<file path="config.mk">
export PLATFORM = sky130hd
export DESIGN_NAME = tcp_option_byte_serializer
export DESIGN_NICKNAME = d
export VERILOG_FILES = /design/src/hdl/tobs_pkg.sv /design/src/hdl/tobs_front.sv /design/src/hdl/tobs_fifo.sv /design/src/hdl/tobs_back.sv /design/src/hdl/tcp_option_byte_serializer.sv
export SDC_FILE = /design/constraint.sdc
export NUM_CORES = 1
export LEC_CHECK = 0
export BUFFER_PORTS_ARGS = -buffer_cell sky130_fd_sc_hd__buf_2
export CAP_MARGIN = 40
export CORE_ASPECT_RATIO = 1.1
export CORE_MARGIN = 1.5
export CORE_UTILIZATION = 55
export DETAILED_ROUTE_END_ITERATION = 12
export GPL_TIMING_DRIVEN = 0
export PLACE_DENSITY_LB_ADDON = 0.1
export SYNTH_ARGS = -nofsm -noshare
export SYNTH_HDL_FRONTEND = slang
export SYNTH_SLANG_ARGS = --single-unit
</file>
<file path="constraint.sdc">
create_clock -name i_clk -period 9.1 [get_ports i_clk]
set_input_delay 1.365 -clock i_clk [delete_from_list [all_inputs] [get_ports i_clk]]
set_output_delay 1.365 -clock i_clk [all_outputs]
set_load 0.03 [all_outputs]
</file>
<file path="src/hdl/tobs_pkg.sv">
// Shared types, constants and helper functions for the TCP option byte serializer.
package tobs_pkg;

    localparam int unsigned OPT_ALIGN      = 4;
    localparam int unsigned OPT_MAX_BYTES  = 20;
    localparam int unsigned BUF_W          = OPT_MAX_BYTES * 8;
    localparam int unsigned LEN_W          = 5;
    localparam int unsigned QUEUE_DEPTH_DEF = 2;

    localparam logic [7:0] KIND_EOL    = 8'd0;
    localparam logic [7:0] KIND_NOOP   = 8'd1;
    localparam logic [7:0] KIND_MSS    = 8'd2;
    localparam logic [7:0] KIND_WSCALE = 8'd3;
    localparam logic [7:0] KIND_TSTAMP = 8'd8;
    localparam logic [7:0] LEN_MSS     = 8'd4;
    localparam logic [7:0] LEN_WSCALE  = 8'd3;
    localparam logic [7:0] LEN_TSTAMP  = 8'd10;

    // One fully built option block: byte 0 in the lowest bits.
    typedef struct packed {
        logic [LEN_W-1:0] len;
        logic [BUF_W-1:0] bytes;
    } t_desc;

    // Puts a 32-bit word into wire order, most significant byte lowest.
    function automatic logic [31:0] be32_bytes(input logic [31:0] w);
        return {w[7:0], w[15:8], w[23:16], w[31:24]};
    endfunction

endpackage

</file>
<file path="src/hdl/tobs_front.sv">
// Front end: classifies a request and lays out its padded option bytes.
module tobs_front (
    input  logic                 i_has_mss,
    input  logic [15:0]          i_mss_value,
    input  logic                 i_has_wscale,
    input  logic [3:0]           i_wscale_shift,
    input  logic                 i_has_tstamp,
    input  logic [31:0]          i_ts_value,
    input  logic [31:0]          i_ts_echo,
    output tobs_pkg::t_desc      o_desc,
    output logic                 o_empty
);

    logic [31:0]                     seg_m;
    logic [23:0]                     seg_w;
    logic [79:0]                     seg_t;
    logic [2:0]                      w_off;
    logic [2:0]                      t_off;
    logic [tobs_pkg::LEN_W-1:0]      raw_len;
    logic [tobs_pkg::LEN_W-1:0]      raw_p3;
    logic [tobs_pkg::LEN_W-1:0]      tot_len;
    logic [tobs_pkg::BUF_W-1:0]      opt_bytes;
    logic [tobs_pkg::BUF_W-1:0]      padded;

    assign seg_m = {i_mss_value[7:0], i_mss_value[15:8], tobs_pkg::LEN_MSS, tobs_pkg::KIND_MSS};
    assign seg_w = {4'b0000, i_wscale_shift, tobs_pkg::LEN_WSCALE, tobs_pkg::KIND_WSCALE};
    assign seg_t = {tobs_pkg::be32_bytes(i_ts_echo), tobs_pkg::be32_bytes(i_ts_value),
                    tobs_pkg::LEN_TSTAMP, tobs_pkg::KIND_TSTAMP};

    // Byte offsets of the window scale and timestamp options.
    assign w_off = i_has_mss ? 3'd4 : 3'd0;
    assign t_off = w_off + (i_has_wscale ? 3'd3 : 3'd0);

    assign raw_len = (i_has_mss    ? 5'd4  : 5'd0)
                   + (i_has_wscale ? 5'd3  : 5'd0)
                   + (i_has_tstamp ? 5'd10 : 5'd0);
    assign raw_p3  = raw_len + 5'd3;
    assign tot_len = {raw_p3[tobs_pkg::LEN_W-1:2], 2'b00};

    always_comb begin
        opt_bytes = '0;
        if (i_has_mss) begin
            opt_bytes = opt_bytes | {{(tobs_pkg::BUF_W-32){1'b0}}, seg_m};
        end
        if (i_has_wscale) begin
            opt_bytes = opt_bytes | ({{(tobs_pkg::BUF_W-24){1'b0}}, seg_w} << {w_off, 3'b000});
        end
        if (i_has_tstamp) begin
            opt_bytes = opt_bytes | ({{(tobs_pkg::BUF_W-80){1'b0}}, seg_t} << {t_off, 3'b000});
        end
    end

    // The byte just past the options stays zero (end of list); the rest of
    // the partial word is filled with no-op bytes.
    always_comb begin
        padded = opt_bytes;
        for (int i = 0; i < tobs_pkg::OPT_MAX_BYTES; i++) begin
            if (5'(i) > raw_len && 5'(i) < tot_len) begin
                padded[i*8 +: 8] = tobs_pkg::KIND_NOOP;
            end
        end
    end

    assign o_desc.bytes = padded;
    assign o_desc.len   = tot_len;
    assign o_empty      = (raw_len == '0);

endmodule

</file>
<file path="src/hdl/tobs_fifo.sv">
// Short descriptor queue between the front end and the byte serializer.
module tobs_fifo #(
    parameter int unsigned DEPTH = tobs_pkg::QUEUE_DEPTH_DEF
) (
    input  logic            i_clk,
    input  logic            i_rst_n,
    input  logic            i_push,
    input  tobs_pkg::t_desc i_wdata,
    output logic            o_full,
    input  logic            i_pop,
    output tobs_pkg::t_desc o_rdata,
    output logic            o_nempty
);

    localparam int unsigned PTR_W = (DEPTH > 1) ? $clog2(DEPTH) : 1;
    localparam int unsigned CNT_W = $clog2(DEPTH + 1);

    tobs_pkg::t_desc   r_mem [DEPTH];
    logic [PTR_W-1:0]  r_wp, n_wp;
    logic [PTR_W-1:0]  r_rp, n_rp;
    logic [CNT_W-1:0]  r_cnt, n_cnt;

    assign o_full   = (r_cnt == CNT_W'(DEPTH));
    assign o_nempty = (r_cnt != '0);
    assign o_rdata  = r_mem[r_rp];

    always_comb begin
        n_wp  = r_wp;
        n_rp  = r_rp;
        n_cnt = r_cnt;
        if (i_push) begin
            n_wp = (r_wp == PTR_W'(DEPTH - 1)) ? '0 : r_wp + 1'b1;
        end
        if (i_pop) begin
            n_rp = (r_rp == PTR_W'(DEPTH - 1)) ? '0 : r_rp + 1'b1;
        end
        if (i_push && !i_pop) begin
            n_cnt = r_cnt + 1'b1;
        end else if (!i_push && i_pop) begin
            n_cnt = r_cnt - 1'b1;
        end
    end

    always_ff @(posedge i_clk) begin
        if (!i_rst_n) begin
            r_wp  <= '0;
            r_rp  <= '0;
            r_cnt <= '0;
        end else begin
            r_wp  <= n_wp;
            r_rp  <= n_rp;
            r_cnt <= n_cnt;
        end
    end

    always_ff @(posedge i_clk) begin
        if (i_push) begin
            r_mem[r_wp] <= i_wdata;
        end
    end

endmodule

</file>
<file path="src/hdl/tobs_back.sv">
// Back end: an output register shifts an option block out, a byte per cycle if ready.
module tobs_back (
    input  logic                          i_clk,
    input  logic                          i_rst_n,
    input  tobs_pkg::t_desc               i_desc,
    input  logic                          i_desc_valid,
    output logic                          o_desc_pop,
    output logic                          o_valid,
    input  logic                          i_ready,
    output logic [7:0]                    o_byte,
    output logic                          o_last,
    output logic [tobs_pkg::LEN_W-1:0]    o_total
);

    logic [tobs_pkg::BUF_W-1:0]  r_buf, n_buf;
    logic [tobs_pkg::LEN_W-1:0]  r_rem, n_rem;
    logic [tobs_pkg::LEN_W-1:0]  r_len, n_len;
    logic                        r_valid, n_valid;
    logic                        adv;
    logic                        more;

    assign adv  = !r_valid || i_ready;
    assign more = r_valid && (r_rem != 5'd1);

    always_comb begin
        n_buf      = r_buf;
        n_rem      = r_rem;
        n_len      = r_len;
        n_valid    = r_valid;
        o_desc_pop = 1'b0;
        if (adv) begin
            if (more) begin
                n_buf = {8'h00, r_buf[tobs_pkg::BUF_W-1:8]};
                n_rem = r_rem - 1'b1;
            end else if (i_desc_valid) begin
                n_buf      = i_desc.bytes;
                n_rem      = i_desc.len;
                n_len      = i_desc.len;
                n_valid    = 1'b1;
                o_desc_pop = 1'b1;
            end else begin
                n_valid = 1'b0;
            end
        end
    end

    always_ff @(posedge i_clk) begin
        if (!i_rst_n) begin
            r_valid <= 1'b0;
            r_rem   <= '0;
        end else begin
            r_valid <= n_valid;
            r_rem   <= n_rem;
        end
    end

    always_ff @(posedge i_clk) begin
        r_buf <= n_buf;
        r_len <= n_len;
    end

    assign o_valid = r_valid;
    assign o_byte  = r_buf[7:0];
    assign o_last  = (r_rem == 5'd1);
    assign o_total = r_len;

endmodule

</file>
<file path="src/hdl/tcp_option_byte_serializer.sv">
// A request's bytes are held in the descriptor queue, then loaded into the output register.
// Throughput: one option byte per cycle on the output while the byte side is ready; a request
// of N padded bytes (4 to 20) holds the single output byte register until its last byte is taken.
// Requests are taken one per cycle while the descriptor queue has room; empty ones are dropped.
// Reset is synchronous and active low; it empties the queue and the output register.
// Top level of the TCP option byte serializer.
module tcp_option_byte_serializer #(
    parameter int unsigned QUEUE_DEPTH = tobs_pkg::QUEUE_DEPTH_DEF
) (
    input  logic        i_clk,
    input  logic        i_rst_n,
    // Request side.
    input  logic        i_s_tvalid,
    output logic        o_s_tready,
    // tdata from bit 0: mss_value[15:0], wscale_shift[19:16], ts_value[51:20],
    // ts_echo[83:52], zero fill [87:84].
    input  logic [87:0] i_s_tdata,
    // tuser from bit 0: has_mss, has_wscale, has_tstamp.
    input  logic [2:0]  i_s_tuser,
    // Byte side.
    output logic        o_m_tvalid,
    input  logic        i_m_tready,
    // tdata from bit 0: out_byte[7:0], total_length[12:8], zero fill [15:13].
    output logic [15:0] o_m_tdata,
    // tlast carries is_last: high on the final byte of a request's options.
    output logic        o_m_tlast
);

    tobs_pkg::t_desc             front_desc;
    tobs_pkg::t_desc             queue_desc;
    logic                        front_empty;
    logic                        q_full;
    logic                        q_nempty;
    logic                        q_push;
    logic                        q_pop;
    logic [7:0]                  out_byte;
    logic [tobs_pkg::LEN_W-1:0]  out_total;

    // The front end is pure logic; the queue's free slot is the request
    // side's ready, so a new word is taken while earlier bytes still drain.
    tobs_front u_front (
        .i_has_mss      (i_s_tuser[0]),
        .i_mss_value    (i_s_tdata[15:0]),
        .i_has_wscale   (i_s_tuser[1]),
        .i_wscale_shift (i_s_tdata[19:16]),
        .i_has_tstamp   (i_s_tuser[2]),
        .i_ts_value     (i_s_tdata[51:20]),
        .i_ts_echo      (i_s_tdata[83:52]),
        .o_desc         (front_desc),
        .o_empty        (front_empty)
    );

    assign o_s_tready = !q_full;
    // A request with no option produces no bytes and never enters the queue.
    assign q_push     = i_s_tvalid && !q_full && !front_empty;

    tobs_fifo #(
        .DEPTH (QUEUE_DEPTH)
    ) u_fifo (
        .i_clk    (i_clk),
        .i_rst_n  (i_rst_n),
        .i_push   (q_push),
        .i_wdata  (front_desc),
        .o_full   (q_full),
        .i_pop    (q_pop),
        .o_rdata  (queue_desc),
        .o_nempty (q_nempty)
    );

    // The serializer loads the next block in the same cycle that the last
    // byte of the previous one is taken, so blocks follow without a gap.
    tobs_back u_back (
        .i_clk        (i_clk),
        .i_rst_n      (i_rst_n),
        .i_desc       (queue_desc),
        .i_desc_valid (q_nempty),
        .o_desc_pop   (q_pop),
        .o_valid      (o_m_tvalid),
        .i_ready      (i_m_tready),
        .o_byte       (out_byte),
        .o_last       (o_m_tlast),
        .o_total      (out_total)
    );

    assign o_m_tdata = {3'b000, out_total, out_byte};

endmodule

</file>
==> impl_metrics.py, run 1 <==
metrics = {
    "outcome": {
        "status": "finished, final reports clean",
    },
    "detailed_routing": {
        "wl_met3_mm": 4.43,
        "drc_errors": 0,
        "dr_wl_met2_mm": 24.8,
        "wl_met1_mm": 21.0,
        "drtIter0Drc": 1387,
        "dr.pass1.iters": 5,
        "vias": 12200,
        "highest_layer": "met4",
        "postRouteAntennaNets": 0,
        "drt-total-wl_mm": 52.4,
        "wl_per_cell_um": 26.2,
        "vias_per_cell": 6.11,
    },
    "timing": {
        "tightest_slew_ns": 0.925,
        "rsz0062_at_grt": "false",
        "fin_crit_ns": 4.88,
        "maxSlewViolCount": 0,
        "fin_skew_ns": 0.0170,
        "relSlewSlack": 0.383,
        "fmax_ghz": 0.205,
        "finalHoldViolCount": 0,
        "post-route-period-util": 0.536,
        "holdWs_ns": 0.516,
        "setup_viol": 0,
    },
    "floorplan": {
        "rows": 69,
        "ios": 114,
        "core-area_um2": 32500,
        "die_y_um": 194,
        "dieArea_um2": 34300,
        "start_util": 0.563,
        "die_x_um": 177,
    },
    "layout": {
        "final_cell_mix": "406 x edfxtp_1, 173 x nand2_1, 149 x mux2i_1",
        "postLayoutCellArea_um2": 21200,
        "layout.nets": 1645,
        "area_growth_pct": 16.2,
        "final_cells": 2002,
        "post-route-util": 0.654,
        "final_layout_size_suffix_gt1_frac": 0.187,
        "final_common_cell": "edfxtp_1",
    },
    "critical_path": {
        "worstSetupPathType": "primary input to register",
        "crit_path_max_fanout": 12,
        "critPathLaunchType": "primary input",
        "critPathCaptureType": "register",
        "cpLargestDelayFamily": "buffers and inverters",
        "cp.required_ns": 9.38,
        "max_stage_delay_ns": 0.72,
        "path_buf_inv": 6,
        "critPathSlowestCell": "clkbuf_1",
        "worstPathCellList": "buf_2 > buf_2 > inv_1 > clkbuf_1 > clkbuf_1 > ha_1 > buf_2 > a21oi_1 > nand2_1 > a21oi_1 > a211oi_1 > o32ai_1",
        "cp_common_cell": "buf_2",
        "crit_arrival_ns": 5.15,
    },
    "yosys": {
        "ys_ff_latch": 417,
        "ys_warn_count": 0,
        "ys.flop_type": "edfxtp_1",
        "synth_edf_count": 406,
        "syn_inst": 1357,
        "synth_area_per_cell_um2": 13.5,
        "synth-async-reset-ratio": 0,
        "ys_seq_area_frac": 0.680,
        "synth_cell_types": 66,
        "netlist_area_um2": 18300,
    },
    "global_route": {
        "grt_pass1_wl_mm": 76.4,
        "grt_overflow_total": 0,
        "grt_pass1_vias": 11900,
        "grt_use_total": 0.311,
        "antenna_found_initial": 0,
        "grt_max_degree": 57,
    },
    "placed_design": {
        "place_area_um2": 19800,
        "dp.cells": 1922,
        "place_congestion": 0.936,
        "dp_hpwl_mm": 37.7,
        "port_buffers": 104,
    },
    "clock_tree": {
        "postCtsSetupRepairBufs": 0,
        "cts_buffer_depth": 3,
        "h-tree-depth": 2,
        "cts_buffers": 43,
        "path_clk_slew_ns": 0.06,
        "cts_sinks": 417,
        "cts-root-buf": "clkbuf_16",
        "cts.repair.resized": 0,
        "clk_latency_ns": 0.56,
        "tritoncts": "built",
        "hold_buffers": 0,
    },
    "min_path": {
        "hp-class": "register to register",
    },
    "pwr": {
        "vdd_drop_max_mv": 0.193,
        "power_density_nw_per_um2": 306,
        "power.leakage_nw": 7.61,
        "total_power_w": 0.00650,
    },
    "job": {
        "drv_cap": 0,
    },
}
-- where the power goes --
part	total (W)	switching [W]	internal, W
clock	0.00172	0.000730	0.000995
sequential	0.00304	0.000170	0.00287
combinational	0.00173	0.00113	0.000593
-- final timing paths --
check,from,to,slack [ns],depth (start not counted)
worst max-delay path,i_s_tuser[1],u_fifo.r_mem[1][80],4.22,12
worst min-delay path,u_back.r_buf[10],u_back.r_buf[2],0.52,1
worst max register to register,u_back.r_rem[1],u_back.r_buf[66],6.33,7
worst min register to register,u_back.r_buf[10],u_back.r_buf[2],0.52,1
-- worst reg2reg max path: cells and delay by family, from the launching register on --
| family | cells | cell delay [ns] |
|---|---|---|
| AND/OR/NAND/NOR | 2 | 0.53 |
| AO/OA/AOI/OAI | 1 | 0.38 |
| buffers and inverters | 3 | 0.98 |
| adder cells (fa/ha/maj) | 1 | 0.20 |
| flip-flops | 1 | 0.33 |
-- area by class of cell --
type | count | area [um2]
inverter | 15 | 56.3
timing repair buffer | 135 | 1010
clock buffer | 55 | 1160
fill | 2521 | 11200
clock inverter | 24 | 210
antenna | 1 | 2.50
multi-input combinational | 832 | 5350
tap | 426 | 533
buffer | 97 | 475
sequential | 417 | 12400
-- state kept, by name, summed over array words and instances (netlist names), named ones only --
register and cells:
u_back.o_total 3, u_back.o_valid 1, u_back.r_buf 139, u_back.r_rem 5
u_fifo.r_cnt 2, u_fifo.r_mem 264, u_fifo.r_rp 1, u_fifo.r_wp 1
-- metrics by stage --
stage | setup slack (ns) | setup TNS, ns
after floorplan | 0.0139 | 0
after global placement | -4.78 | -941.37
after detailed placement | 3.84 | 0
after CTS | 4.43 | 0
after global routing | 4.08 | 0
final | 4.22 | 0
-- logic make-up after synthesis --
group                    Yosys count  share of synthesized area
flip-flops                       417                      0.680
AND/OR/NAND/NOR                  360                     0.0894
AO/OA/AOI/OAI                    275                     0.0926
multiplexers                     178                     0.0995
buffers and inverters            112                     0.0291
adder cells (fa/ha/maj)            9                    0.00617
XOR/XNOR                           5                    0.00343
other                              1                   0.000205
-- per-layer routing --
layer / global-route usage / up-vias
met2: 0.494 / 630
met1: 0.431 / 6047
met4: 0.121 / 0
met3: 0.0490 / 125
met5: 0 / -
li1: - / 5424
-- synth_stat cells (all sizes together) (2+ instances only) --
| master | count | area, um2 |
|---|---|---|
| a211oi | 11 | 87.6 |
| mux2i | 149 | 1490 |
| nor4b | 3 | 41.3 |
| a221o | 5 | 50.1 |
| buf | 59 | 333 |
| or4 | 2 | 15.0 |
| nor2b | 14 | 87.6 |
| o32ai | 4 | 35.0 |
| xor2 | 3 | 26.3 |
| a21o | 3 | 22.5 |
| a21boi | 4 | 30.0 |
| o22ai | 4 | 25.0 |
| a22oi | 30 | 225 |
| o21a | 5 | 37.5 |
| and2 | 42 | 263 |
| nor4bb | 3 | 30.0 |
| ha | 9 | 113 |
| dfxtp | 11 | 220 |
| nand3 | 3 | 15.0 |
| inv | 14 | 52.6 |
| nand2 | 174 | 656 |
| o41ai | 2 | 32.5 |
| o21ai | 137 | 689 |
| nor2 | 87 | 329 |
| a21oi | 43 | 215 |
| mux2 | 29 | 327 |
| and3 | 8 | 50.1 |
| nor3 | 11 | 55.1 |
| edfxtp | 406 | 12200 |
| xnor2 | 2 | 36.3 |
| clkbuf | 38 | 143 |
| nand2b | 5 | 31.3 |
| nor4 | 2 | 12.5 |
| a22o | 13 | 114 |
| o211ai | 3 | 22.5 |
No activity file was read; power rests on OpenSTA's default activity.
==> run 2, diff against run 1 <==
--- a/config.mk
+++ b/config.mk
@@ -9,7 +9,7 @@
 export CAP_MARGIN = 40
 export CORE_ASPECT_RATIO = 1.1
 export CORE_MARGIN = 1.5
-export CORE_UTILIZATION = 55
+export CORE_UTILIZATION = 60
 export DETAILED_ROUTE_END_ITERATION = 12
 export GPL_TIMING_DRIVEN = 0
 export PLACE_DENSITY_LB_ADDON = 0.1
==> constraint.sdc (replaced) <==
create_clock -name i_clk -period 4.9 [get_ports i_clk]
set_input_delay 0.735 -clock i_clk [delete_from_list [all_inputs] [get_ports i_clk]]
set_output_delay 0.735 -clock i_clk [all_outputs]
set_load 0.03 [all_outputs]
==> run 2 against run 1 <==
  * Global-route usage rose by 2.2 points
  * Die area is 8.2% lower
  * Utilization grew 5.5 points
  * Via count increased by 0.27%
  * Sequential power increased by 86%
  * Final cell count down 2.9%
  * Hold slack got worse by 0.069 ns
  * Combinational power is 83% higher
  * Sequential share of layout area increased by 0.46 points
  * Critical endpoint is now u_fifo.r_mem[0][90]
==> impl_metrics.py, run 2 (same netlist as run 1, synthesis figures left out) <==
metrics = {
    "placed_design": {
        "dp_hpwl_mm": 36.5,
        "place_area_um2": 19800,
        "port_buffers": 104,
        "place_congestion": 0.962,
    },
    "layout": {
        "postLayoutCellArea_um2": 21100,
        "final_common_cell": "edfxtp_1",
        "top_regs": "u_fifo.r_mem x264, u_back.r_buf x139, u_back.r_rem x5",
        "layout.nets": 1646,
        "final_cell_mix": "406 x edfxtp_1, 173 x nand2_1, 149 x mux2i_1",
        "final_layout_size_suffix_gt1_frac": 0.187,
        "top_register": "u_fifo.r_mem",
        "largest_reg_flops": 264,
        "area_growth_pct": 15.3,
    },
    "detailed_routing": {
        "drtIter0Drc": 1359,
        "vias_per_cell": 6.31,
        "postRouteAntennaNets": 0,
        "drc_errors": 0,
        "drt-total-wl_mm": 51.2,
        "wl_per_cell_um": 26.3,
        "dr.pass1.iters": 5,
        "vias": 12300,
    },
    "global_route": {
        "grt_max_degree": 46,
        "grt_pass1_vias": 11900,
        "grt_use_total": 0.333,
        "grt_pass1_wl_mm": 74.9,
        "antenna_found_initial": 1,
        "grt_overflow_total": 0,
    },
    "clock_tree": {
        "cts_buffers": 43,
        "h-tree-depth": 2,
        "hold_buffers": 0,
        "path_clk_slew_ns": 0.06,
        "tritoncts": "built",
        "cts.repair.resized": 0,
        "postCtsSetupRepairBufs": 0,
        "cts_sinks": 417,
        "cts-root-buf": "clkbuf_16",
        "cts_buffer_depth": 3,
        "clk_latency_ns": 0.55,
    },
    "critical_path": {
        "cp.required_ns": 5.19,
        "crit_path_max_fanout": 12,
        "worstSetupPathType": "primary input to register",
        "crit_arrival_ns": 4.64,
        "critPathCaptureType": "register",
        "path_buf_inv": 5,
        "worstPathCellList": "buf_2 > buf_2 > inv_2 > buf_1 > clkbuf_1 > ha_1 > nor2_2 > mux2_2 > a221o_1 > a41oi_2 > nor2b_1",
        "cpLargestDelayFamily": "buffers and inverters",
        "critPathLaunchType": "primary input",
        "critPathSlowestCell": "clkbuf_1",
        "max_stage_delay_ns": 0.69,
        "cp_common_cell": "buf_2",
    },
    "floorplan": {
        "die_x_um": 169,
        "ios": 114,
        "core-area_um2": 29700,
        "dieArea_um2": 31500,
        "start_util": 0.614,
        "die_y_um": 186,
        "rows": 66,
    },
    "timing": {
        "setup_viol": 0,
        "post-route-period-util": 0.887,
        "setup_tns_ns": 0,
        "fin_skew_ns": 0.0161,
        "relSlewSlack": 0.397,
        "finalHoldViolCount": 0,
        "fmax_ghz": 0.230,
        "fin_crit_ns": 4.35,
        "rsz0062_at_grt": "false",
        "maxSlewViolCount": 0,
        "tightest_slew_ns": 0.902,
    },
    "pwr": {
        "vdd_drop_max_mv": 0.347,
        "power.leakage_nw": 7.57,
        "power_density_nw_per_um2": 562,
    },
    "min_path": {
        "hp-class": "primary input to register",
    },
    "outcome": {
        "status": "finished, final reports clean",
    },
    "job": {
        "drv_cap": 0,
    },
}
-- run 2: final timing paths --
path,slack [ns],end,cells past startpoint,start
max,0.55,u_fifo.r_mem[0][90],11,i_s_tuser[2]
min,0.45,u_back.o_valid,2,i_rst_n
max reg2reg,1.93,u_back.r_buf[120],7,u_back.r_rem[1]
min reg2reg,0.51,u_back.r_buf[6],1,u_back.r_buf[14]
-- run 2: metal layers --
| metal | share of wire | GRT usage |
|---|---|---|
| met1 | 0.39 | 0.450 |
| met2 | 0.46 | 0.531 |
| met3 | 0.098 | 0.0597 |
| met4 | 0.048 | 0.154 |
| met5 | 0 | 0 |
-- run 2: power by group --
part	internal [W]	switching [W]
clock network	0.00172	0.00131
logic	0.00108	0.00207
registers	0.00534	0.000312
-- run 2: stage by stage --
step	power (W)	utilization	instances	setup slack, ns	hold slack, ns
6_report	0.0118	0.708	1943	0.551	0.446
3_5_place_dp	0.00884	0.665	1870	0.170	0.501
2_1_floorplan	0.00755	-	1361	-0.166	0.490
5_1_grt	0.0123	0.708	1942	0.527	0.448
4_1_cts	0.0118	0.708	1941	0.707	0.438
3_3_place_gp	0.00849	0.649	1839	-2.41	0.501
-- run 2: final cells by class --
type | count | area (um2)
Tap cell | 374 | 468
Inverter | 15 | 56.3
Multi-Input combinational cell | 832 | 5370
Buffer | 97 | 475
Fill cell | 2115 | 8670
Antenna cell | 1 | 2.50
Timing Repair Buffer | 136 | 983
Clock buffer | 52 | 1150
Sequential cell | 417 | 12400
Clock inverter | 19 | 133
